<file path="config.mk">
export PLATFORM = sky130hd
export DESIGN_NAME = drpa_ctrl
export DESIGN_NICKNAME = d
export VERILOG_FILES = /design/src/rtl/drpa_pkg.sv /design/src/rtl/drpa_ctrl.sv
export SDC_FILE = /design/constraint.sdc
export NUM_CORES = 1
export LEC_CHECK = 0
export BUFFER_PORTS_ARGS = -buffer_cell sky130_fd_sc_hd__buf_2
export CAP_MARGIN = 10
export CORE_MARGIN = 1.5
export CORE_UTILIZATION = 45
export CTS_CLUSTER_SIZE = 16
export DETAILED_ROUTE_END_ITERATION = 10
export PLACE_DENSITY_LB_ADDON = 0.05
export SLEW_MARGIN = 20
export SYNTH_ARGS = -nofsm -noshare
export SYNTH_HDL_FRONTEND = slang
export SYNTH_SLANG_ARGS = --single-unit
</file>
<file path="constraint.sdc">
create_clock -name i_clk -period 7.1 [get_ports i_clk]
set_clock_uncertainty 0.15 [all_clocks]
set_input_delay 1.775 -clock i_clk [delete_from_list [all_inputs] [get_ports i_clk]]
set_output_delay 1.775 -clock i_clk [all_outputs]
set_load 0.005 [all_outputs]
</file>
<file path="src/rtl/drpa_pkg.sv">
// drpa_pkg: shared types and codes for the dual region page allocator.
// Used by drpa_ctrl, drpa_dp and dual_region_page_allocator; no dependencies.
package drpa_pkg;

    localparam int ADDR_W = 48;
    localparam int CNT_W  = 13;
    localparam int ST_W   = 3;
    localparam int OP_W   = 2;
    localparam int IDX_W  = 2;

    typedef enum logic [OP_W-1:0] {
        OP_ALLOC = 2'd0,
        OP_FREE  = 2'd1,
        OP_INIT  = 2'd2,
        OP_NOP   = 2'd3
    } t_op;

    typedef enum logic [ST_W-1:0] {
        ST_OK       = 3'd0,
        ST_OOM      = 3'd1,
        ST_MISALIGN = 3'd2,
        ST_RANGE    = 3'd3,
        ST_BADCFG   = 3'd4
    } t_status;

    // configuration register indexes
    localparam logic [IDX_W-1:0] CFG_BASE   = 2'd0;
    localparam logic [IDX_W-1:0] CFG_KPAGES = 2'd1;
    localparam logic [IDX_W-1:0] CFG_TPAGES = 2'd2;

    // controller -> datapath
    typedef struct packed {
        logic latch_item;
        logic alloc_chk;
        logic alloc_upd;
        logic free_chk;
        logic free_upd;
        logic init_chk;
        logic init_dec;
        logic fill_step;
        logic load_out;
    } t_cmd;

    // datapath -> controller
    typedef struct packed {
        logic head_empty;
        logic cfg_ok;
        logic fill_none;
        logic fill_last;
    } t_stat;

endpackage

</file>
<file path="src/rtl/drpa_ctrl.sv">
// drpa_ctrl: sequencing state machine of the page allocator.
// Depends on drpa_pkg (t_op, t_cmd, t_stat).
module drpa_ctrl (
    input  logic                        i_clk,
    input  logic                        i_rst_n,
    input  logic                        i_in_valid,
    input  logic [drpa_pkg::OP_W-1:0]   i_opcode,
    output logic                        o_in_ready,
    output logic                        o_out_valid,
    input  logic                        i_out_ready,
    input  drpa_pkg::t_stat             i_stat,
    output drpa_pkg::t_cmd              o_cmd
);

    typedef enum logic [8:0] {
        S_IDLE  = 9'b000000001,
        S_ALLOC = 9'b000000010,
        S_AUPD  = 9'b000000100,
        S_FCHK  = 9'b000001000,
        S_FUPD  = 9'b000010000,
        S_ICHK  = 9'b000100000,
        S_IDEC  = 9'b001000000,
        S_FILL  = 9'b010000000,
        S_RESP  = 9'b100000000
    } t_state;

    t_state r_state, n_state;
    logic   r_out_valid, n_out_valid;
    logic   accept;
    logic   slot_free;

    assign accept    = i_in_valid && (r_state == S_IDLE);
    assign slot_free = !r_out_valid || i_out_ready;

    always_comb begin
        o_cmd            = '0;
        o_cmd.latch_item = accept;
        o_cmd.alloc_chk  = (r_state == S_ALLOC);
        o_cmd.alloc_upd  = (r_state == S_AUPD);
        o_cmd.free_chk   = (r_state == S_FCHK);
        o_cmd.free_upd   = (r_state == S_FUPD);
        o_cmd.init_chk   = (r_state == S_ICHK);
        o_cmd.init_dec   = (r_state == S_IDEC);
        o_cmd.fill_step  = (r_state == S_FILL);
        o_cmd.load_out   = (r_state == S_RESP) && slot_free;
    end

    always_comb begin
        n_state = r_state;
        unique case (r_state)
            S_IDLE: begin
                if (accept) begin
                    unique case (drpa_pkg::t_op'(i_opcode))
                        drpa_pkg::OP_ALLOC: n_state = S_ALLOC;
                        drpa_pkg::OP_FREE:  n_state = S_FCHK;
                        drpa_pkg::OP_INIT:  n_state = S_ICHK;
                        drpa_pkg::OP_NOP:   n_state = S_RESP;
                        default:            n_state = S_RESP;
                    endcase
                end
            end
            S_ALLOC: n_state = i_stat.head_empty ? S_RESP : S_AUPD;
            S_AUPD:  n_state = S_RESP;
            S_FCHK:  n_state = S_FUPD;
            S_FUPD:  n_state = S_RESP;
            S_ICHK:  n_state = S_IDEC;
            S_IDEC: begin
                if (!i_stat.cfg_ok || i_stat.fill_none) begin
                    n_state = S_RESP;
                end else begin
                    n_state = S_FILL;
                end
            end
            S_FILL:  n_state = i_stat.fill_last ? S_RESP : S_FILL;
            S_RESP:  n_state = slot_free ? S_IDLE : S_RESP;
            default: n_state = S_IDLE;
        endcase
    end

    always_comb begin
        n_out_valid = r_out_valid;
        if (o_cmd.load_out) begin
            n_out_valid = 1'b1;
        end else if (i_out_ready) begin
            n_out_valid = 1'b0;
        end
    end

    always_ff @(posedge i_clk) begin
        if (!i_rst_n) begin
            r_state     <= S_IDLE;
            r_out_valid <= 1'b0;
        end else begin
            r_state     <= n_state;
            r_out_valid <= n_out_valid;
        end
    end

    assign o_in_ready  = (r_state == S_IDLE);
    assign o_out_valid = r_out_valid;

    // one item at a time: an accepted item always leaves idle
    a_accept_leaves_idle: assert property (@(posedge i_clk) disable iff (!i_rst_n)
        accept |=> (r_state != S_IDLE))
        else $error("accepted item did not start work");

    // a held result is never overwritten by the next one
    a_resp_waits: assert property (@(posedge i_clk) disable iff (!i_rst_n)
        (r_state == S_RESP && r_out_valid && !i_out_ready) |=> (r_state == S_RESP))
        else $error("result dropped while output stalled");

    // last link written ends the fill sweep
    a_fill_ends: assert property (@(posedge i_clk) disable iff (!i_rst_n)
        (r_state == S_FILL && i_stat.fill_last) |=> (r_state == S_RESP))
        else $error("fill sweep overran");

endmodule

</file>
# [Word level (Yosys, flattened, before mapping)]
# Cells that the tools add are included.
[classes] eq_ne=13 mux=9 n_reduce_logical=9
[op_table] op="$pmux W9 S8" n=1
[op_table] op="$mux W9" n=5
[op_table] op="$pmux W9 S4" n=1
[op_table] op="$eq A9 B1 Y1 const B" n=1
[op_table] op="$eq A9 B2 Y1 const B" n=1
[op_table] op="$eq A9 B3 Y1 const B" n=1
[op_table] op="$eq A9 B4 Y1 const B" n=1
[op_table] op="$eq A9 B5 Y1 const B" n=1
[op_table] op="$eq A9 B6 Y1 const B" n=1
[op_table] op="$eq A9 B7 Y1 const B" n=1
[op_table] op="$eq A9 B8 Y1 const B" n=1
[op_table] op="$eq A9 B9 Y1 const B" n=1
[op_table] op="$eq A2 B2 Y1 const B" n=2
[op_table] op="$eq A2 B1 Y1 const B" n=1
[op_table] op="$logic_and A1 B1 Y1" n=2
[op_table] op="$logic_not A1 Y1" n=2
[op_table] op="$logic_not A2 Y1" n=1
[op_table] op="$logic_or A1 B1 Y1" n=2
[op_table] op="$mux W1" n=2
[op_table] op="$ne A2 B1 Y1 const B" n=1
[op_table] op="$reduce_bool A2 Y1" n=1
[op_table] op="$reduce_or A2 Y1" n=1
[totals] regBits=10 input_bits=10 output_inout_bits=11 elab_cells=33

# [Longest topological paths before layout]
# Gate-level depths: netlist of run 1.
[logic_depth] word_depth=4 depth_mapped=6

# [Least setup slack after synthesis of run 1]
# No wires, ideal clock.
[synth_path] path_type="input to output" start="in i_out_ready" end="out o_cmd[0] (netlist name)" arrival_ps=2124 path_slack_ps=3051 cell_stages=3 path_cell_list="nor2b_1 -> nor2b_1 -> buf_4"
[synth_lines] element="start: declaration" line="drpa_ctrl.sv:10" rtl="input logic i_out_ready,"
[synth_lines] element="end: declaration" line="drpa_ctrl.sv:12" rtl="output drpa_pkg::t_cmd o_cmd"

==> results of run 1 <==
==> registers in the layout, indices dropped and copies added, names as in the netlist <==
signal and cells:
o_out_valid 1, r_state 9
==> metrics by stage <==
stage / hold slack, ps / std cells / instance area [um2] / worst slack (ps) / total power [uW]
2_1_floorplan: 443.0 / 79 / 665.6 / 3051 / 83.13
3_3_place_gp: 506.3 / 108 / 742.0 / 2949 / 91.04
3_5_place_dp: 508.7 / 108 / 742.0 / 2907 / 91.10
4_1_cts: 518.2 / 111 / 764.5 / 2907 / 129.6
5_1_grt: 562.9 / 111 / 764.5 / 2856 / 135.2
6_report: 512.7 / 111 / 764.5 / 2915 / 127.3
==> power by group through the flow <==
stage               Combinational (uW)  Sequential [uW]  Clock, uW
finish                            29.5             60.4       37.4
global route                      33.3             60.7       41.1
CTS                               29.7             60.4       39.5
detailed placement                29.5             61.6          0
global placement                  29.4             61.6          0
floorplan                         22.2             60.9          0
==> worst min-delay path, cell delays in order, from the launching register on <==
cell and delay [ps]:
dfxtp_1 300, nor2b_1 140, o21a_1 180
==> Yosys cell counts, types with 2 or more instances <==
master and n:
and3_1 2, a21oi_1 3, dfxtp_1 10, nor3b_1 2, and2_1 2, nor2b_1 2
o21ai_0 4, nor2_1 4, buf_4 3, nand2b_1 2, nand3b_1 2, or3_1 3
xnor2_1 2, inv_1 5, or2b_2 2, nor3_1 4, nor4_1 3
==> layout by cell type, fill, tap and decap left out, types with 2 or more instances in the layout <==
cell type  count
nor3_1         4
nor4_1         3
nand2b_1       2
clkbuf_4       3
or2b_2         2
nor3b_1        2
inv_1          5
nor2_1         4
or3_1          3
nor2b_1        2
buf_2         20
dfxtp_1       10
xnor2_1        2
a21oi_1        3
and3_1         2
o21ai_0        4
nand3b_1       2
and2_1         2
==> logic make-up (layout without fill, tap and decap cells) <==
kind of cell,Yosys count,in the layout,share of synthesized area
AO/OA/AOI/OAI,16,16,0.1673
XOR/XNOR,3,3,0.03948
buffers and inverters,11,28,0.09209
flip-flops,10,10,0.3007
AND/OR/NAND/NOR,39,39,0.4004
==> how the worst min path moves through the flow <==
stage                     start     endpoint  slack, ps  depth (start not counted)
floorplan            r_state[3]   r_state[8]        440                          3
global placement    o_out_valid  o_out_valid        510                          2
detailed placement  o_out_valid  o_out_valid        510                          2
CTS                 o_out_valid  o_out_valid        520                          2
global route        o_out_valid  o_out_valid        560                          2
finish              o_out_valid  o_out_valid        510                          2
==> routing by layer <==
layer / global-route usage / share of wire / vias up
met3: 0.01304 / 0.036 / 2
li1: - / - / 323
met5: 0 / 0 / -
met4: 0.1161 / 0.0091 / 0
met1: 0.2264 / 0.52 / 270
met2: 0.2375 / 0.44 / 14
==> final cells by class <==
type,instances,area share
multi-input combinational,58,0.5286
sequential,10,0.2619
tap,15,0.02455
timing repair buffer,20,0.1309
clock buffer,3,0.02946
inverter,5,0.02455
==> impl_metrics.py, run 1 <==
metrics = {
    "outcome": {
        "status": "finished clean",
    },
    "routing": {
        "dr.pass1.iters": 4,
        "antenna_left": 0,
        "wl_per_cell_um": 11.86,
        "wl_um": 1316,
        "drtIter0Drc": 9,
        "via_count": 609,
        "remaining_drc_errors": 0,
        "via_per_inst": 5.486,
    },
    "clocking": {
        "cts_htree_levels": 1,
        "insertion_delay_ps": 260,
        "path_clk_slew_ps": 60,
        "post_cts_resized": 0,
        "cts_max_path_buffers": 2,
        "cts.sinks": 10,
        "cts-root-buf": "clkbuf_4",
        "cts_setup_buffers": 0,
        "holdBufCountCts": 0,
        "cts_tree": "built",
        "cts_made_buffers": 3,
    },
    "power_and_ir_drop": {
        "clockPowerShare": 0.294,
        "pwr-share-comb": 0.232,
        "p_int_uw": 91.99,
        "p_per_area_nw_per_um2": 166.5,
        "leakagePower_uw": 0.0003480,
        "switching_power_uw": 35.26,
        "p_seq_frac": 0.475,
        "max-vdd-ir-drop_v": 0.0001210,
        "switching_share": 0.2771,
    },
    "critical_path": {
        "reg2reg_slack_ps": 4940,
        "r2r-start": "r_state[8]",
        "ff2ff_path_depth": 5,
        "crit_fanout": 3,
        "cp_data_required_time_ps": 5180,
        "cp-start-kind": "input port",
        "critPathKind": "input port to output port",
        "max_stage_delay_ps": 180,
        "crit_cells": 4,
        "timing.critical_path.from": "i_out_ready",
        "path_cells": "buf_2 > nor2b_1 > nor2b_1 > buf_2",
        "critPathBufInv": 2,
        "crit_path_end_kind": "output port",
        "cp_slowest_cell": "nor2b_1",
        "critical_path.top_delay_family": "simple AND/OR/NAND/NOR gates",
        "cp-endpoint": "o_cmd[0]",
        "r2r-end": "r_state[3]",
        "arrival_ps": 2260,
    },
    "synthesis": {
        "synth_area_leaders": "dfxtp_1 (30%), buf_4 (3.4%), nor3_1 (3.0%), o21ai_0 (3.0%), inv_1 (2.8%)",
        "synthArstFlopShare": 0,
        "synthCells": 79,
        "synth_ff_type": "dfxtp_1",
        "yosysTopAreaCell": "dfxtp_1",
        "avgSynthCellArea_um2": 8.426,
        "syn-num-nets": 89,
        "synth.cell_area_um2": 665.6,
        "yosysTopAreaCellShare": 0.3008,
        "synth.distinct_cells": 41,
        "synth_warnings": 0,
        "synth_edf_count": 0,
        "ys_ff_latch": 10,
        "synth-seq-area-share": 0.3008,
    },
    "job": {
        "maxCapViolations": 0,
    },
    "timing": {
        "fin_setup_tns_ps": 0,
        "period_minus_slack_ps": 4185,
        "rsz0062_at_grt": "false",
        "relSlewSlack": 0.6982,
        "final-hold-violation-count": 0,
        "finalCritPeriodShare": 0.5894,
        "fmax_mhz": 239.0,
        "worst_pin_slew_ps": 446.6,
        "slew_viol_final": 0,
        "setup_violations": 0,
    },
    "final_layout": {
        "seq_area_um2": 200.2,
        "fin_nets": 108,
        "layout.filler_cells": 137,
        "area_delta_synth_final_pct": 14.85,
        "multiInputGateArea_um2": 404.1,
        "antennaDiodeCount": 0,
        "drive_above_1_share": 0.3438,
        "finish.utilization": 0.5732,
    },
    "global_routing": {
        "antenna_found_initial": 0,
        "grt_overflow": 0,
        "grt_pass1_wl_um": 2180,
        "grt_pass1_vias": 516,
        "grt_use_total": 0.1637,
        "grt_max_degree": 12,
    },
    "die": {
        "dieWidth_um": 41.46,
        "die_h_um": 41.46,
        "io_pins": 21,
        "die-area_um2": 1719,
        "core_area_um2": 1334,
        "row_count": 13,
        "start_util": 0.4991,
    },
    "min_path": {
        "holdCritPathClass": "register to register",
    },
    "place": {
        "routabilityCongestion": 0.7211,
        "io_buffers": 20,
        "hpwl_um": 1032,
    },
}
Power figures use the tool's default switching activity.
==> run 2, diff against run 1 <==
Settings changed: CORE_UTILIZATION 45 to 43.
Clock period 7.1 ns to 3.75 ns, I/O delays scaled along.
==> run 2 against run 1 <==
First-iteration DRC count increased by 67%. Worst hold slack improved by 8.1 ps. Via count increased by 1.3%. Die area increased by 4.3%. Sequential power increased by 90%. Global-route usage increased by 0.47 points. Non-clock buffer count unchanged. Register-to-register slack got worse by 3400 ps. Clock power increased to 2.6 times the previous value. Total power increased by 110%. Critical path type is now register to output port. Final cell count increased by 1.8%. Core utilization decreased by 4.3 points.
==> impl_metrics.py, run 2 (synthesis gave the netlist of run 1 again) <==
metrics = {
    "clocking": {
        "cts_tree": "built",
        "cts_max_path_buffers": 2,
        "cts_setup_buffers": 0,
        "path_clk_slew_ps": 70,
        "cts-root-buf": "clkbuf_4",
        "holdBufCountCts": 0,
        "cts.sinks": 10,
        "insertion_delay_ps": 260,
        "post_cts_resized": 0,
        "cts_htree_levels": 1,
        "cts_made_buffers": 3,
    },
    "routing": {
        "drtIter0Drc": 15,
        "remaining_drc_errors": 0,
        "via_per_inst": 5.460,
        "antenna_left": 0,
        "wl_per_cell_um": 12.75,
        "wl_um": 1441,
        "dr.pass1.iters": 4,
        "via_count": 617,
    },
    "power_and_ir_drop": {
        "switching_share": 0.2686,
        "max-vdd-ir-drop_v": 0.0002395,
        "p_per_area_nw_per_um2": 343.8,
        "p_seq_frac": 0.428,
        "clockPowerShare": 0.362,
        "pwr-share-comb": 0.210,
        "p_int_uw": 196.0,
        "switching_power_uw": 71.99,
        "leakagePower_uw": 0.0003551,
    },
    "timing": {
        "setup_violations": 0,
        "worst_slack_ps": 527.1,
        "finalCritPeriodShare": 0.8594,
        "rsz0062_at_grt": "false",
        "relSlewSlack": 0.6828,
        "final-hold-violation-count": 0,
        "period_minus_slack_ps": 3223,
        "fmax_mhz": 310.3,
        "fin_setup_tns_ps": 0,
        "slew_viol_final": 0,
        "worst_pin_slew_ps": 471.4,
        "hold_ws_ps": 520.8,
    },
    "global_routing": {
        "antenna_found_initial": 0,
        "grt_use_total": 0.1683,
        "grt_pass1_wl_um": 2325,
        "grt_max_degree": 12,
        "grt_overflow": 0,
        "grt_pass1_vias": 553,
    },
    "outcome": {
        "status": "finished clean",
    },
    "die": {
        "core_area_um2": 1471,
        "io_pins": 21,
        "die-area_um2": 1793,
        "row_count": 14,
        "start_util": 0.4524,
        "dieWidth_um": 42.35,
        "die_h_um": 42.35,
    },
    "place": {
        "place_ws_ps": 829.6,
        "hpwl_um": 1080,
        "place_area_um2": 743.2,
        "routabilityCongestion": 0.7819,
        "io_buffers": 20,
    },
    "final_layout": {
        "multiInputGateArea_um2": 404.1,
        "seq_area_um2": 200.2,
        "final_common_cell": "buf_2",
        "final_area_um2": 779.5,
        "antennaDiodeCount": 0,
        "regMostFlops": "r_state",
        "final_cell_mix": "buf_2 (20), dfxtp_1 (10), inv_1 (5)",
        "layout.filler_cells": 147,
        "largest_reg_flops": 9,
        "finish.utilization": 0.5298,
        "drive_above_1_share": 0.3505,
        "fin_nets": 108,
        "area_delta_synth_final_pct": 17.11,
    },
    "critical_path": {
        "critPathKind": "register to output port",
        "cp-start-kind": "register",
        "cp_data_required_time_ps": 2660,
        "arrival_ps": 2140,
        "crit_fanout": 6,
        "crit_path_end_kind": "output port",
    },
    "min_path": {
        "holdCritPathClass": "register to register",
    },
    "job": {
        "maxCapViolations": 0,
    },
}
==> run 2: cell count changes in the layout (fill, tap and decap cells not counted), sizes merged <==
cell,previous run,this run
clkbuf,3,4
==> run 2: path summary, 6_finish.rpt <==
| kind | from | end | slack [ps] | cells past startpoint |
|---|---|---|---|---|
| setup reg to reg | r_state[7] | r_state[5] | 1560 | 5 |
| setup / recovery | r_state[7] | o_cmd[8] | 530 | 5 |
| hold reg to reg | o_out_valid | o_out_valid | 520 | 2 |
| hold / removal | o_out_valid | o_out_valid | 520 | 2 |
==> run 2: layout make-up <==
cell class | instances | share of cell area
Clock buffer | 4 | 0.04655
Sequential cell | 10 | 0.2568
Timing Repair Buffer | 20 | 0.1284
Tap cell | 16 | 0.02568
Multi-Input combinational cell | 58 | 0.5185
Inverter | 5 | 0.02408
==> run 2: layer usage <==
| metal | global-route usage | up-vias | share of wire |
|---|---|---|---|
| met4 | 0.07500 | 0 | 0.0097 |
| met2 | 0.2769 | 10 | 0.44 |
| met1 | 0.2243 | 279 | 0.53 |
| met3 | 0.01293 | 2 | 0.024 |
| li1 | - | 326 | - |
| met5 | 0 | - | 0 |
==> run 2: worst max-delay path, cell delays in order (launching register included) <==
cell and delay [ps]:
dfxtp_1 350, or4_1 640, or4_4 500, nor2_4 140, and2_2 140, buf_2 100
==> run 2: power groups by stage <==
stage               registers, uW  clock network (uW)  logic (uW)
floorplan                     115                   0        42.1
global placement              116                   0        56.8
detailed placement            117                   0        56.0
CTS                           114                98.6        56.7
global route                  115                 105        63.1
finish                        115                96.9        56.3
==> run 2: per-stage QoR <==
stage          power, uW  std cells
2_1_floorplan      157.4         79
3_3_place_gp       173.3        109
3_5_place_dp       172.8        109
4_1_cts            269.8        113
5_1_grt            283.1        113
6_report           268.0        113
